[config.mk]
export PLATFORM = sky130hd
export DESIGN_NAME = text_attribute_to_ansi_sgr
export DESIGN_NICKNAME = d
export VERILOG_FILES = /design/src/hw/rtl/tasgr_pkg.sv /design/src/hw/rtl/tasgr_front.sv /design/src/hw/rtl/tasgr_queue.sv /design/src/hw/rtl/tasgr_back.sv /design/src/hw/rtl/text_attribute_to_ansi_sgr.sv
export SDC_FILE = /design/constraint.sdc
export NUM_CORES = 1
export LEC_CHECK = 0
export ABC_AREA = 1
export ABC_CLOCK_PERIOD_IN_PS = 5100
export BUFFER_PORTS_ARGS = -buffer_cell sky130_fd_sc_hd__buf_2
export CORE_ASPECT_RATIO = 0.6
export CORE_MARGIN = 2
export CORE_UTILIZATION = 64
export CTS_BUF_LIST = sky130_fd_sc_hd__clkbuf_16
export CTS_CLUSTER_DIAMETER = 50
export DETAILED_ROUTE_END_ITERATION = 10
export PLACE_DENSITY = 0.94
export SLEW_MARGIN = 20
export SYNTH_ARGS = -nofsm -noshare
export SYNTH_HDL_FRONTEND = slang
export SYNTH_HIERARCHICAL = 1
export SYNTH_SLANG_ARGS = --single-unit
[constraint.sdc]
create_clock -name clock -period 5.1 [get_ports clock]
set_input_delay 0.51 -clock clock [delete_from_list [all_inputs] [get_ports clock]]
set_output_delay 0.51 -clock clock [all_outputs]
set_load 0.01 [all_outputs]
[src/hw/rtl/tasgr_pkg.sv]
// Shared types, character codes and the color table for the attribute-to-SGR block.
`default_nettype none
package tasgr_pkg;

   // Configuration register indexes
   localparam int unsigned CSR_INDEX_W = 1;
   localparam logic [CSR_INDEX_W-1:0] CSR_ANSI_ENABLED  = 1'd0;
   localparam logic [CSR_INDEX_W-1:0] CSR_TERMINAL_KIND = 1'd1;
   localparam int unsigned CSR_DATA_W = 2;

   // Terminal kinds
   localparam logic [1:0] KIND_OTHER     = 2'd0;
   localparam logic [1:0] KIND_UNDERLINE = 2'd1;
   localparam logic [1:0] KIND_ITALIC    = 2'd2;

   // Attribute field masks
   localparam logic [7:0] ATTR_FG_MASK     = 8'h07;
   localparam logic [7:0] ATTR_BG_MASK     = 8'h70;
   localparam logic [7:0] ATTR_BRIGHT_MASK = 8'h08;
   localparam logic [7:0] ATTR_BLINK_MASK  = 8'h80;
   localparam logic [7:0] ATTR_MODE_MASK   = 8'h88;

   // ASCII codes
   localparam logic [7:0] CH_ESC   = 8'h1B;
   localparam logic [7:0] CH_LBR   = 8'h5B;
   localparam logic [7:0] CH_SEMI  = 8'h3B;
   localparam logic [7:0] CH_M     = 8'h6D;
   localparam logic [7:0] CH_ZERO  = 8'h30;
   localparam logic [7:0] CH_ONE   = 8'h31;
   localparam logic [7:0] CH_THREE = 8'h33;
   localparam logic [7:0] CH_FOUR  = 8'h34;
   localparam logic [7:0] CH_FIVE  = 8'h35;

   // Parameter slots of one sequence, emitted lowest first
   localparam int unsigned SLOT_ZERO  = 0;
   localparam int unsigned SLOT_FG    = 1;
   localparam int unsigned SLOT_BG    = 2;
   localparam int unsigned SLOT_BOLD  = 3;
   localparam int unsigned SLOT_PRE   = 4;
   localparam int unsigned SLOT_BLINK = 5;
   localparam int unsigned NUM_SLOTS  = 6;

   typedef struct packed {
      logic [NUM_SLOTS-1:0] slots;
      logic                 pre_three;
      logic [2:0]           fg_ansi;
      logic [2:0]           bg_ansi;
   } seq_desc_type;

   typedef enum logic [2:0] {
      BK_IDLE,
      BK_LBR,
      BK_SEP,
      BK_TENS,
      BK_ONES,
      BK_END
   } back_state_type;

   // IBM color number to ANSI color number
   function automatic logic [2:0] ibm_to_ansi(input logic [2:0] ibm);
      logic [2:0] res;
      case (ibm)
         3'd0: res = 3'd0;
         3'd1: res = 3'd4;
         3'd2: res = 3'd2;
         3'd3: res = 3'd6;
         3'd4: res = 3'd1;
         3'd5: res = 3'd5;
         3'd6: res = 3'd3;
         3'd7: res = 3'd7;
         default: res = 3'd0;
      endcase
      return res;
   endfunction

endpackage
`default_nettype wire

[src/hw/rtl/tasgr_front.sv]
// Front end: configuration registers and classification of attribute changes.
`default_nettype none
module tasgr_front (
   input  wire logic                             clock,
   input  wire logic                             reset,
   input  wire logic                             csr_valid,
   output      logic                             csr_ready,
   input  wire logic [tasgr_pkg::CSR_INDEX_W-1:0] csr_index,
   input  wire logic [tasgr_pkg::CSR_DATA_W-1:0]  csr_data,
   input  wire logic                             accept,
   input  wire logic [7:0]                       new_attr,
   input  wire logic [7:0]                       current_attr,
   input  wire logic                             force_req,
   output      logic                             q_push,
   output      tasgr_pkg::seq_desc_type          q_desc
);

   logic       ansi_enabled_ff, ansi_enabled_in;
   logic [1:0] terminal_kind_ff, terminal_kind_in;
   logic [7:0] diff;
   logic       mode_change;
   logic       blink_set;
   logic       has_pre;

   assign csr_ready = 1'b1;

   always_comb begin
      ansi_enabled_in  = ansi_enabled_ff;
      terminal_kind_in = terminal_kind_ff;
      if (csr_valid) begin
         case (csr_index)
            tasgr_pkg::CSR_ANSI_ENABLED:  ansi_enabled_in  = csr_data[0];
            tasgr_pkg::CSR_TERMINAL_KIND: terminal_kind_in = csr_data[1:0];
            default: ;
         endcase
      end
   end

   always_ff @(posedge clock) begin
      if (reset) begin
         ansi_enabled_ff  <= 1'b1;
         terminal_kind_ff <= tasgr_pkg::KIND_OTHER;
      end else begin
         ansi_enabled_ff  <= ansi_enabled_in;
         terminal_kind_ff <= terminal_kind_in;
      end
   end

   assign diff        = new_attr ^ current_attr;
   assign mode_change = |(diff & tasgr_pkg::ATTR_MODE_MASK);
   assign blink_set   = |(new_attr & tasgr_pkg::ATTR_BLINK_MASK);
   assign has_pre     = (terminal_kind_ff == tasgr_pkg::KIND_UNDERLINE) ||
                        (terminal_kind_ff == tasgr_pkg::KIND_ITALIC);

   always_comb begin
      q_desc           = '0;
      q_desc.fg_ansi   = tasgr_pkg::ibm_to_ansi(new_attr[2:0]);
      q_desc.bg_ansi   = tasgr_pkg::ibm_to_ansi(new_attr[6:4]);
      q_desc.pre_three = (terminal_kind_ff == tasgr_pkg::KIND_ITALIC);
      if (mode_change) begin
         // Full reset: colors resent, then bright/blink counted from cleared
         q_desc.slots[tasgr_pkg::SLOT_ZERO]  = 1'b1;
         q_desc.slots[tasgr_pkg::SLOT_FG]    = 1'b1;
         q_desc.slots[tasgr_pkg::SLOT_BG]    = 1'b1;
         q_desc.slots[tasgr_pkg::SLOT_BOLD]  = |(new_attr & tasgr_pkg::ATTR_BRIGHT_MASK);
         q_desc.slots[tasgr_pkg::SLOT_PRE]   = blink_set && has_pre;
         q_desc.slots[tasgr_pkg::SLOT_BLINK] = blink_set;
      end else begin
         q_desc.slots[tasgr_pkg::SLOT_FG] = |(diff & tasgr_pkg::ATTR_FG_MASK);
         q_desc.slots[tasgr_pkg::SLOT_BG] = |(diff & tasgr_pkg::ATTR_BG_MASK);
      end
   end

   assign q_push = accept && (diff != 8'h00) && (ansi_enabled_ff || force_req);

endmodule
`default_nettype wire

[src/hw/rtl/tasgr_queue.sv]
// Small descriptor queue between the front end and the byte sequencer.
`default_nettype none
module tasgr_queue #(
   parameter int unsigned DEPTH = 4
) (
   input  wire logic                    clock,
   input  wire logic                    reset,
   input  wire logic                    push,
   input  wire tasgr_pkg::seq_desc_type wr_data,
   input  wire logic                    pop,
   output      tasgr_pkg::seq_desc_type rd_data,
   output      logic                    full,
   output      logic                    empty
);

   localparam int unsigned PTR_W = (DEPTH > 1) ? $clog2(DEPTH) : 1;
   localparam int unsigned CNT_W = $clog2(DEPTH + 1);
   localparam logic [PTR_W-1:0] LAST_PTR = PTR_W'(DEPTH - 1);
   localparam logic [CNT_W-1:0] FULL_CNT = CNT_W'(DEPTH);

   tasgr_pkg::seq_desc_type mem_ff [DEPTH];
   logic [PTR_W-1:0] wr_ptr_ff, wr_ptr_in;
   logic [PTR_W-1:0] rd_ptr_ff, rd_ptr_in;
   logic [CNT_W-1:0] count_ff, count_in;
   logic             do_push, do_pop;

   assign full    = (count_ff == FULL_CNT);
   assign empty   = (count_ff == '0);
   assign do_push = push && !full;
   assign do_pop  = pop && !empty;
   assign rd_data = mem_ff[rd_ptr_ff];

   always_comb begin
      wr_ptr_in = wr_ptr_ff;
      rd_ptr_in = rd_ptr_ff;
      count_in  = count_ff;
      if (do_push) begin
         wr_ptr_in = (wr_ptr_ff == LAST_PTR) ? '0 : wr_ptr_ff + PTR_W'(1);
      end
      if (do_pop) begin
         rd_ptr_in = (rd_ptr_ff == LAST_PTR) ? '0 : rd_ptr_ff + PTR_W'(1);
      end
      if (do_push && !do_pop) begin
         count_in = count_ff + CNT_W'(1);
      end else if (do_pop && !do_push) begin
         count_in = count_ff - CNT_W'(1);
      end
   end

   always_ff @(posedge clock) begin
      if (reset) begin
         wr_ptr_ff <= '0;
         rd_ptr_ff <= '0;
         count_ff  <= '0;
      end else begin
         wr_ptr_ff <= wr_ptr_in;
         rd_ptr_ff <= rd_ptr_in;
         count_ff  <= count_in;
      end
   end

   always_ff @(posedge clock) begin
      if (do_push) begin
         mem_ff[wr_ptr_ff] <= wr_data;
      end
   end

endmodule
`default_nettype wire

[src/hw/rtl/tasgr_back.sv]
// Back end: walks one descriptor and emits the escape sequence one byte per cycle while rsp_pop drains it.
`default_nettype none
module tasgr_back (
   input  wire logic                    clock,
   input  wire logic                    reset,
   input  wire logic                    q_empty,
   input  wire tasgr_pkg::seq_desc_type q_desc,
   output      logic                    q_pop,
   output      logic                    rsp_empty,
   input  wire logic                    rsp_pop,
   output      logic [7:0]              rsp_out_byte,
   output      logic                    rsp_last
);

   localparam int unsigned NS = tasgr_pkg::NUM_SLOTS;

   tasgr_pkg::back_state_type state_ff, state_in;
   tasgr_pkg::seq_desc_type   desc_ff, desc_in;
   logic [NS-1:0] slots_ff, slots_in;
   logic [NS-1:0] low;
   logic [NS-1:0] rest;
   logic          two_digit;
   logic [2:0]    ones_val;
   logic          advance;
   logic          emit;
   logic [7:0]    emit_byte;
   logic          emit_last;
   logic          out_valid_ff, out_valid_in;
   logic [7:0]    out_byte_ff, out_byte_in;
   logic          out_last_ff, out_last_in;

   // Output register: a new byte may enter whenever it is empty or the old one leaves
   assign advance      = !out_valid_ff || rsp_pop;
   assign rsp_empty    = !out_valid_ff;
   assign rsp_out_byte = out_byte_ff;
   assign rsp_last     = out_last_ff;

   // Lowest pending parameter slot
   assign low       = slots_ff & (~slots_ff + NS'(1));
   assign rest      = slots_ff & ~low;
   assign two_digit = low[tasgr_pkg::SLOT_FG] || low[tasgr_pkg::SLOT_BG];

   always_comb begin
      ones_val = 3'd0;
      if (low[tasgr_pkg::SLOT_FG]) begin
         ones_val = desc_ff.fg_ansi;
      end else if (low[tasgr_pkg::SLOT_BG]) begin
         ones_val = desc_ff.bg_ansi;
      end
   end

   // Next state
   always_comb begin
      state_in = state_ff;
      case (state_ff)
         tasgr_pkg::BK_IDLE: if (advance && !q_empty) state_in = tasgr_pkg::BK_LBR;
         tasgr_pkg::BK_LBR,
         tasgr_pkg::BK_SEP: begin
            if (advance) state_in = two_digit ? tasgr_pkg::BK_TENS : tasgr_pkg::BK_ONES;
         end
         tasgr_pkg::BK_TENS: if (advance) state_in = tasgr_pkg::BK_ONES;
         tasgr_pkg::BK_ONES: begin
            if (advance) state_in = (rest != '0) ? tasgr_pkg::BK_SEP : tasgr_pkg::BK_END;
         end
         tasgr_pkg::BK_END: if (advance) state_in = tasgr_pkg::BK_IDLE;
         default: state_in = tasgr_pkg::BK_IDLE;
      endcase
   end

   // Outputs
   always_comb begin
      emit      = 1'b0;
      emit_byte = tasgr_pkg::CH_ESC;
      emit_last = 1'b0;
      q_pop     = 1'b0;
      case (state_ff)
         tasgr_pkg::BK_IDLE: begin
            emit  = advance && !q_empty;
            q_pop = advance && !q_empty;
         end
         tasgr_pkg::BK_LBR: begin
            emit      = advance;
            emit_byte = tasgr_pkg::CH_LBR;
         end
         tasgr_pkg::BK_SEP: begin
            emit      = advance;
            emit_byte = tasgr_pkg::CH_SEMI;
         end
         tasgr_pkg::BK_TENS: begin
            emit      = advance;
            emit_byte = low[tasgr_pkg::SLOT_FG] ? tasgr_pkg::CH_THREE : tasgr_pkg::CH_FOUR;
         end
         tasgr_pkg::BK_ONES: begin
            emit = advance;
            if (low[tasgr_pkg::SLOT_BOLD]) begin
               emit_byte = tasgr_pkg::CH_ONE;
            end else if (low[tasgr_pkg::SLOT_PRE]) begin
               emit_byte = desc_ff.pre_three ? tasgr_pkg::CH_THREE : tasgr_pkg::CH_FOUR;
            end else if (low[tasgr_pkg::SLOT_BLINK]) begin
               emit_byte = tasgr_pkg::CH_FIVE;
            end else begin
               emit_byte = tasgr_pkg::CH_ZERO | {5'd0, ones_val};
            end
         end
         tasgr_pkg::BK_END: begin
            emit      = advance;
            emit_byte = tasgr_pkg::CH_M;
            emit_last = 1'b1;
         end
         default: ;
      endcase
   end

   always_comb begin
      desc_in  = desc_ff;
      slots_in = slots_ff;
      if (q_pop) begin
         desc_in  = q_desc;
         slots_in = q_desc.slots;
      end else if (state_ff == tasgr_pkg::BK_ONES && advance) begin
         slots_in = rest;
      end
      out_valid_in = out_valid_ff;
      out_byte_in  = out_byte_ff;
      out_last_in  = out_last_ff;
      if (advance) begin
         out_valid_in = emit;
         out_byte_in  = emit_byte;
         out_last_in  = emit_last;
      end
   end

   always_ff @(posedge clock) begin
      if (reset) begin
         state_ff     <= tasgr_pkg::BK_IDLE;
         out_valid_ff <= 1'b0;
         slots_ff     <= '0;
      end else begin
         state_ff     <= state_in;
         out_valid_ff <= out_valid_in;
         slots_ff     <= slots_in;
      end
   end

   always_ff @(posedge clock) begin
      desc_ff     <= desc_in;
      out_byte_ff <= out_byte_in;
      out_last_ff <= out_last_in;
   end

endmodule
`default_nettype wire

[src/hw/rtl/text_attribute_to_ansi_sgr.sv]
// Top level: IBM text attribute change to ANSI SGR escape sequence byte stream.
//
//  channel   handshake          payload
//  req_      req_push/req_full  req_new_attr[7:0] req_current_attr[7:0] req_force_req
//  rsp_      rsp_empty/rsp_pop  rsp_out_byte[7:0] rsp_last
//  csr_      csr_valid/csr_ready csr_index[0] csr_data[1:0]
//
// Items are classified and queued in the cycle they are accepted, one per cycle
// while the descriptor queue has room. The back-end sequencer sends one byte per
// cycle whenever its output register is free; a sequence is 5 to 16 bytes long.
// Items with no change, or with ANSI off and no force, are not queued. Synchronous
// reset empties the queue and output register and restores ansi_enabled=1,
// terminal_kind=0. rsp_pop held low stalls the sequencer, then the queue fills
// and req_full rises.
`default_nettype none
module text_attribute_to_ansi_sgr #(
   parameter int unsigned QUEUE_DEPTH = 4
) (
   input  wire logic                              clock,
   input  wire logic                              reset,
   input  wire logic                              req_push,
   output      logic                              req_full,
   input  wire logic [7:0]                        req_new_attr,
   input  wire logic [7:0]                        req_current_attr,
   input  wire logic                              req_force_req,
   output      logic                              rsp_empty,
   input  wire logic                              rsp_pop,
   output      logic [7:0]                        rsp_out_byte,
   output      logic                              rsp_last,
   input  wire logic                              csr_valid,
   output      logic                              csr_ready,
   input  wire logic [tasgr_pkg::CSR_INDEX_W-1:0] csr_index,
   input  wire logic [tasgr_pkg::CSR_DATA_W-1:0]  csr_data
);

   tasgr_pkg::seq_desc_type wr_desc, rd_desc;
   logic q_push, q_pop, q_full, q_empty;
   logic accept;

   assign req_full = q_full;
   assign accept   = req_push && !q_full;

   tasgr_front u_front (
      .clock        (clock),
      .reset        (reset),
      .csr_valid    (csr_valid),
      .csr_ready    (csr_ready),
      .csr_index    (csr_index),
      .csr_data     (csr_data),
      .accept       (accept),
      .new_attr     (req_new_attr),
      .current_attr (req_current_attr),
      .force_req    (req_force_req),
      .q_push       (q_push),
      .q_desc       (wr_desc)
   );

   tasgr_queue #(
      .DEPTH (QUEUE_DEPTH)
   ) u_queue (
      .clock   (clock),
      .reset   (reset),
      .push    (q_push),
      .wr_data (wr_desc),
      .pop     (q_pop),
      .rd_data (rd_desc),
      .full    (q_full),
      .empty   (q_empty)
   );

   tasgr_back u_back (
      .clock        (clock),
      .reset        (reset),
      .q_empty      (q_empty),
      .q_desc       (rd_desc),
      .q_pop        (q_pop),
      .rsp_empty    (rsp_empty),
      .rsp_pop      (rsp_pop),
      .rsp_out_byte (rsp_out_byte),
      .rsp_last     (rsp_last)
   );

endmodule
`default_nettype wire
-- Yosys cells after proc, flatten, opt, wreduce, memory -nomap -nowiden
Memory sizes are Yosys's and may differ from the RTL's. A register that Yosys moved wholly into a read port is not among the register bits.
Cells that the tools add are included.
- memory bits (read-only): 48
- register bits after elaboration: 36
- output and inout bits: 12
- bits in latches: 0
- logic and storage cells: 107
- memory bits (writable): 52
- memories kept: 3
- input port bits: 25
- memories (name ; depth ; bits a word ; rd ports ; clocked after memory_dff ; wr ports ; RTL line ; source):
    u_queue.mem_ff ; 4 ; 13 ; 1 ; 1 ; 1 ; tasgr_queue.sv:21 ; tasgr_pkg::seq_desc_type mem_ff [DEPTH];
    (name not given) ; 8 ; 3 ; 1 ; 0 ; 0 ; tasgr_pkg.sv:62 ; case (ibm)
    (name not given) ; 8 ; 3 ; 1 ; 0 ; 0 ; tasgr_pkg.sv:62 ;
- bitwise operators: 6
- add/subtract/negate cells: 5
- shift-type cells: 0
- equality and inequality tests: 15
- divide/modulo/power cells: 0
- multipliers: 0
- magnitude comparators: 0
- muxes and demuxes: 32
- reductions and logical operators: 33
- operator list (kind ; number):
    $mux W3 ; 15
    $pmux W8 S5 ; 1
    $mux W8 ; 2
    $pmux W3 S5 ; 1
    $and A6 B6 Y6 ; 2
    $mux W6 ; 2
    $not A6 Y6 ; 2
    $logic_and A1 B1 Y1 ; 10
    $mux W2 ; 5
    $ne A2 B1 Y1 const B ; 5
    $eq A3 B3 Y1 const B ; 3
    $reduce_bool A8 Y1 ; 1
    $xor A8 B8 Y8 ; 1
    $add A6 B1 Y6 const B ; 1
    $eq A2 B2 Y1 const B ; 3
    $eq A3 B2 Y1 const B ; 2
    $logic_not A3 Y1 ; 2
    $reduce_bool A6 Y1 ; 1
    $reduce_or A3 Y1 ; 2
    $logic_not A1 Y1 ; 5
    $mux W1 ; 5
    $reduce_and A5 Y1 ; 1
    $reduce_or A5 Y1 ; 1
    $add A2 B1 Y2 const B ; 2
    10 further kinds ; 16

-- Depth between registers and ports, before layout
- depth after elaboration: 10
- depth in mapped cells: 18
- mapped depth without buffers: 18

-- By module
The synthesis kept the hierarchy.
- by module, submodules not included (module ; seq. area each (µm²) ; instances ; cells each ; area an instance (µm²)):
    tasgr_queue ; 1741.7 ; 1 ; 197 ; 2502.4
    tasgr_back ; 650.6 ; 1 ; 160 ; 1267.5
    tasgr_front ; 60.1 ; 1 ; 81 ; 431.7
    text_attribute_to_ansi_sgr ; 0.0 ; 1 ; 2 ; 10.0

-- Least setup slack after synthesis
No wires, ideal clock.
- path kind: input-to-reg
- start point: input req_new_attr[3]
- end point: register u_queue.count_ff[1]
- slack: 2968 ps
- stages: 14
- data required time: 4984 ps
- arrival: 2016 ps
- setup time: 116 ps
- path buffers: 0
- cell sequence: inv_1 -> nand2_1 -> nand2_2 -> nor2_2 -> nand2_1 -> nor2_1 -> nor2_1 -> nand2_2 -> inv_1 -> ha_1 -> inv_1 -> fa_1 -> o21ai_0 -> nor2_1
- elaborated cells on any way between the ends: 10
- those cells by class: mux: 1; bitwise: 1; reduce/logical: 8
- RTL lines (element ; RTL line ; source):
    from (decl) ; text_attribute_to_ansi_sgr.sv:23 ; input wire logic [7:0] req_new_attr,
    $xor A8 B8 Y8 ; tasgr_front.sv:49 ; assign diff = new_attr ^ current_attr;
    $reduce_bool A8 Y1 ; tasgr_front.sv:74 ; assign q_push = accept && (diff != 8'h00) && (ansi_enabled_ff || force_req);
    $logic_and A1 B1 Y1 (2 in a row) ; tasgr_front.sv:74 ;
    named net q_push ; text_attribute_to_ansi_sgr.sv:37 ; logic q_push, q_pop, q_full, q_empty;
    $logic_and A1 B1 Y1 ; tasgr_queue.sv:29 ; assign do_push = push && !full;
    named net u_queue.do_push ; tasgr_queue.sv:25 ; logic do_push, do_pop;
    $logic_and A1 B1 Y1 ; tasgr_queue.sv:43 ; if (do_push && !do_pop) begin
    $mux W3 ; tasgr_queue.sv:43 ;
    named net u_queue.count_in[1] ; tasgr_queue.sv:24 ; logic [CNT_W-1:0] count_ff, count_in;
    to (signal assigned) ; tasgr_queue.sv:58 ; count_ff <= count_in;
    to (decl) ; tasgr_queue.sv:24 ;
The timed path passes the listed nets, and every way through them passes these cells.
A chain may end at the register's enable or synchronous reset.

-- Worst setup path in the final report
- start point: register u_queue.count_ff[0]
- end point: memory u_queue/mem_ff[0][7] in the netlist's numbering (enable)
- word-level cells in the longest chain between the ends: 8
- ends and longest elaborated chain (element ; RTL line ; source):
    $eq A3 B3 Y1 ; tasgr_queue.sv:27 ; assign full = (count_ff == FULL_CNT);
    $logic_not A1 Y1 ; text_attribute_to_ansi_sgr.sv:41 ; assign accept = req_push && !q_full;
    $logic_and A1 B1 Y1 ; text_attribute_to_ansi_sgr.sv:41 ;
    named net accept ; text_attribute_to_ansi_sgr.sv:38 ; logic accept;
    $logic_and A1 B1 Y1 (2 in a row) ; tasgr_front.sv:74 ;
    named net q_push ; text_attribute_to_ansi_sgr.sv:37 ;
    $logic_and A1 B1 Y1 ; tasgr_queue.sv:29 ;
    $mux W1 ; tasgr_queue.sv:63 ; if (do_push) begin
    $mux W1 (implied by the code) ; tasgr_queue.sv:64 ; mem_ff[wr_ptr_ff] <= wr_data;
    to (decl) ; tasgr_queue.sv:21 ;
The timed path passes the listed nets, and every way through them passes these cells.

==> impl_metrics.sql <==
INSERT INTO impl_metrics (metric_group, metric, value, unit) VALUES
('floorplanning', 'die_height', '66.84', 'microns'),
('clocking', 'clockRootBuffer', 'clkbuf_16', ''),
('timing', 'setup_viol', '0', ''),
('timing', 'worst_pin_slew', '1060', 'ps'),
('yosys', 'mappedNetlistArea', '4212', 'sq um'),
('timing', 'finClkSkew', '5.902', 'ps'),
('yosys', 'ys_types', '33', ''),
('floorplanning', 'design.die.area', '7267', 'sq um'),
('cells_and_area', 'seq_area', '2452', 'sq um'),
('yosys', 'synthesis_stage_register_bit_count', '89', ''),
('timing', 'slew_violations', '0', ''),
('yosys', 'synth.avg_cell_area', '9.572', 'sq um'),
('cells_and_area', 'num-nets-final', '504', ''),
('clocking', 'clock_insertion_delay_worst_skew', '330', 'ps'),
('power_and_ir_drop', 'vdd_drop_max', '0.0002626', 'V'),
('timing', 'rsz0062_at_grt', 'no', ''),
('clocking', 'cts_tree', 'yes', ''),
('grt', 'grt_first_pass_wirelength', '14760', 'microns'),
('placement', 'place_area', '4338', 'sq um'),
('yosys', 'synthesis.nets', '475', ''),
('min_path', 'hold_path_class', 'input pin to flop', ''),
('clocking', 'clock_tree.htree_level_count', '3', ''),
('clocking', 'postCtsSetupBuffers', '0', ''),
('setup_path', 'largest_fanout_on_the_critical_path', '13', ''),
('yosys', 'synthesis.instances', '440', ''),
('yosys', 'ys_warn_count', '6', ''),
('route', 'route.antenna.remaining_nets', '0', ''),
('yosys', 'synth_edf_count', '67', ''),
('placement', 'routabilityCongestion', '0.9599', ''),
('timing', 'fin_crit_sh', '0.4890', ''),
('grt', 'largest_net_degree_at_the_start_of_global_routing', '28', ''),
('yosys', 'dominantRegCellSynth', 'edfxtp_1', ''),
('yosys', 'seq_area_frac_synth', '0.5823', ''),
('clocking', 'cts-hold-fix-buffers', '0', ''),
('floorplanning', 'dieWidth', '108.7', 'microns'),
('timing', 'timing.fmax', '0.4010', 'GHz'),
('route', 'violation_count_after_the_first_detailed_route_iteration', '341', ''),
('clocking', 'cts_max_path_buffers', '2', ''),
('clocking', 'cts_repair_resized_insts', '0', ''),
('floorplanning', 'floorplan.initialDensity', '0.6740', ''),
('power_and_ir_drop', 'leakage', '1.976', 'nW'),
('cells_and_area', 'finish.instance_area', '4661', 'sq um'),
('timing', 'final_period_minus_worst_setup_slack', '2494', 'ps'),
('timing', 'timing.slew.headroom', '0.2910', ''),
('route', 'drc_errors', '0', ''),
('grt', 'grt-ovfl-total', '0', ''),
('setup_path', 'setup.worst_path.end_class', 'flop', ''),
('placement', 'portbufs', '34', ''),
('route', 'routed-via-count', '3221', ''),
('route', 'average_wire_per_cell_in_the_routed_design', '16.40', 'microns'),
('setup_path', 'critical_path_arrival', '2450', 'ps'),
('route', 'drt-pass1-iter-count', '5', ''),
('timing', 'tns', '0', 'ps'),
('run_status', 'run_status', 'completed', ''),
('grt', 'grtUsageTotal', '0.2818', ''),
('cells_and_area', 'area_growth_synth_to_finish', '10.67', '%'),
('cells_and_area', 'post_route_cells_drive_above_1_share', '0.1772', ''),
('cells_and_area', 'nFillCells', '409', ''),
('cells_and_area', 'multi_input_area', '1365', 'sq um'),
('clocking', 'worst_setup_hold_path_clk_slew', '60', 'ps'),
('floorplanning', 'placement_rows', '22', ''),
('yosys', 'async_reset_ff_frac', '0', ''),
('setup_path', 'startpoint_type', 'flop', ''),
('cells_and_area', 'antenna_cells_inserted', '0', ''),
('route', 'avgViaCountPerCell', '5.772', ''),
('clocking', 'cts_sinks', '89', ''),
('setup_path', 'crit_required', '5060', 'ps'),
('run', 'cap_violations', '0', ''),
('clocking', 'cts_made_buffers', '9', ''),
('floorplanning', 'floorplan.io_pins', '37', ''),
('grt', 'first_global_vias', '3025', ''),
('route', 'wirelength', '9150', 'microns'),
('timing', 'hold_viol_final', '0', ''),
('floorplanning', 'coreArea', '6248', 'sq um'),
('grt', 'antenna_found_initial', '0', ''),
('placement', 'dp_hpwl', '6298', 'microns'),
('setup_path', 'worstSetupPathType', 'flop to flop', ''),
('power_and_ir_drop', 'cellPowerDensity', '593.5', 'nW/um^2');
-- placed cells by master, fill, tap and decap left out, types with 5 or more instances in the layout --
master / instances
a21oi_1: 17
buf_2: 34
clkbuf_16: 9
dfxtp_1: 22
edfxtp_1: 67
ha_1: 9
inv_1: 57
inv_2: 5
nand2_1: 76
nand2_2: 9
nand3_1: 13
nand4_1: 6
nor2_1: 57
nor2_2: 16
o21ai_0: 32
o21ai_1: 6
o22ai_1: 13
-- critical path, stage by stage, from the launching register on --
cell	delay, ps
dfxtp_1	410
nor2_2	80
nand2_2	110
inv_1	70
nor2_2	90
o21ai_0	90
nor2_1	240
nand2_2	180
nor2_1	830
-- layer usage --
metal | global-route usage | vias to the layer above | wire (microns)
li1 | - | 1501 | -
met4 | 0.1042 | 0 | 306
met3 | 0.08611 | 33 | 851
met5 | 0 | - | 0
met1 | 0.3507 | 1491 | 3807
met2 | 0.4688 | 196 | 4185
-- cell type report --
cell class,count,area share
flip-flops and latches,89,0.5262
clock inverters,7,0.01987
repair buffers,34,0.03651
multi-input cells,271,0.2929
well taps,84,0.02255
inverters,64,0.05369
clock buffers,9,0.04832
-- worst paths after layout --
| kind | from | endpoint | slack (ps) | depth (start not counted) |
|---|---|---|---|---|
| hold / removal | csr_data[0] | u_front/ansi_enabled_ff$_SDFFE_PP1P_ | 420 | 3 |
| hold reg to reg | u_front/terminal_kind_ff[0]$_SDFFE_PP0P_ | u_front/terminal_kind_ff[0]$_SDFFE_PP0P_ | 480 | 2 |
| setup / recovery | u_queue/count_ff[0]$_SDFFE_PP0P_ | u_queue/mem_ff[0][7]$_DFFE_PP_ | 2610 | 8 |
| setup reg to reg | u_queue/count_ff[0]$_SDFFE_PP0P_ | u_queue/mem_ff[0][7]$_DFFE_PP_ | 2610 | 8 |
-- synth_stat cells (5+ instances only) --
master     n  share of area
a21oi_1   17          0.020
buf_4     10          0.018
dfxtp_1   22           0.10
edfxtp_1  67           0.48
ha_1       9          0.027
inv_1     57          0.051
inv_2      5         0.0045
nand2_1   76          0.068
nand2_2    9          0.013
nand3_1   13          0.015
nand4_1    6         0.0089
nor2_1    60          0.053
nor2_2    13          0.019
o21ai_0   32          0.038
o21ai_1    6         0.0071
o22ai_1   13          0.019
-- report_power, final --
group	switching, W	leakage, nW	total (W)	internal (W)
Combinational	0.000632	1.02	0.000935	0.000303
Clock	0.000264	0.152	0.000693	0.000429
Sequential	0.000147	0.803	0.00114	0.000991
-- kinds of logic after synthesis --
logic type | synth area share
flops | 0.5823
buf+inv | 0.09537
fa+ha+maj | 0.03149
simple gates | 0.1895
other cells | 0.001783
xor+xnor | 0.002080
compound gates | 0.09744
-- sequential cells by signal (all words and copies together) (netlist names), named ones only --
signal and flops:
u_back/out_valid_ff 1, u_queue/mem_ff 52, u_back/rsp_out_byte 7, u_queue/count_ff 3, u_queue/rd_ptr_ff 2, u_front/terminal_kind_ff 2, u_queue/wr_ptr_ff 2, u_front/ansi_enabled_ff 1
u_back/desc_ff 7, u_back/state_ff 3, u_back/rsp_last 1, u_back/slots_ff 6
-- stage by stage --
step / worst slack, ps / hold slack, ps / util / cells / power (W)
6_report: 2606 / 418.0 / 0.7459 / 558 / 0.002766
5_1_grt: 2444 / 429.8 / 0.7459 / 558 / 0.002940
4_1_cts: 2468 / 415.2 / 0.7451 / 558 / 0.002753
3_5_place_dp: 2392 / 466.0 / 0.6942 / 542 / 0.002046
3_3_place_gp: 2484 / 460.1 / 0.6938 / 542 / 0.001977
2_1_floorplan: 2968 / 434.7 / - / 440 / 0.001838
No activity file was read; power rests on OpenSTA's default activity.
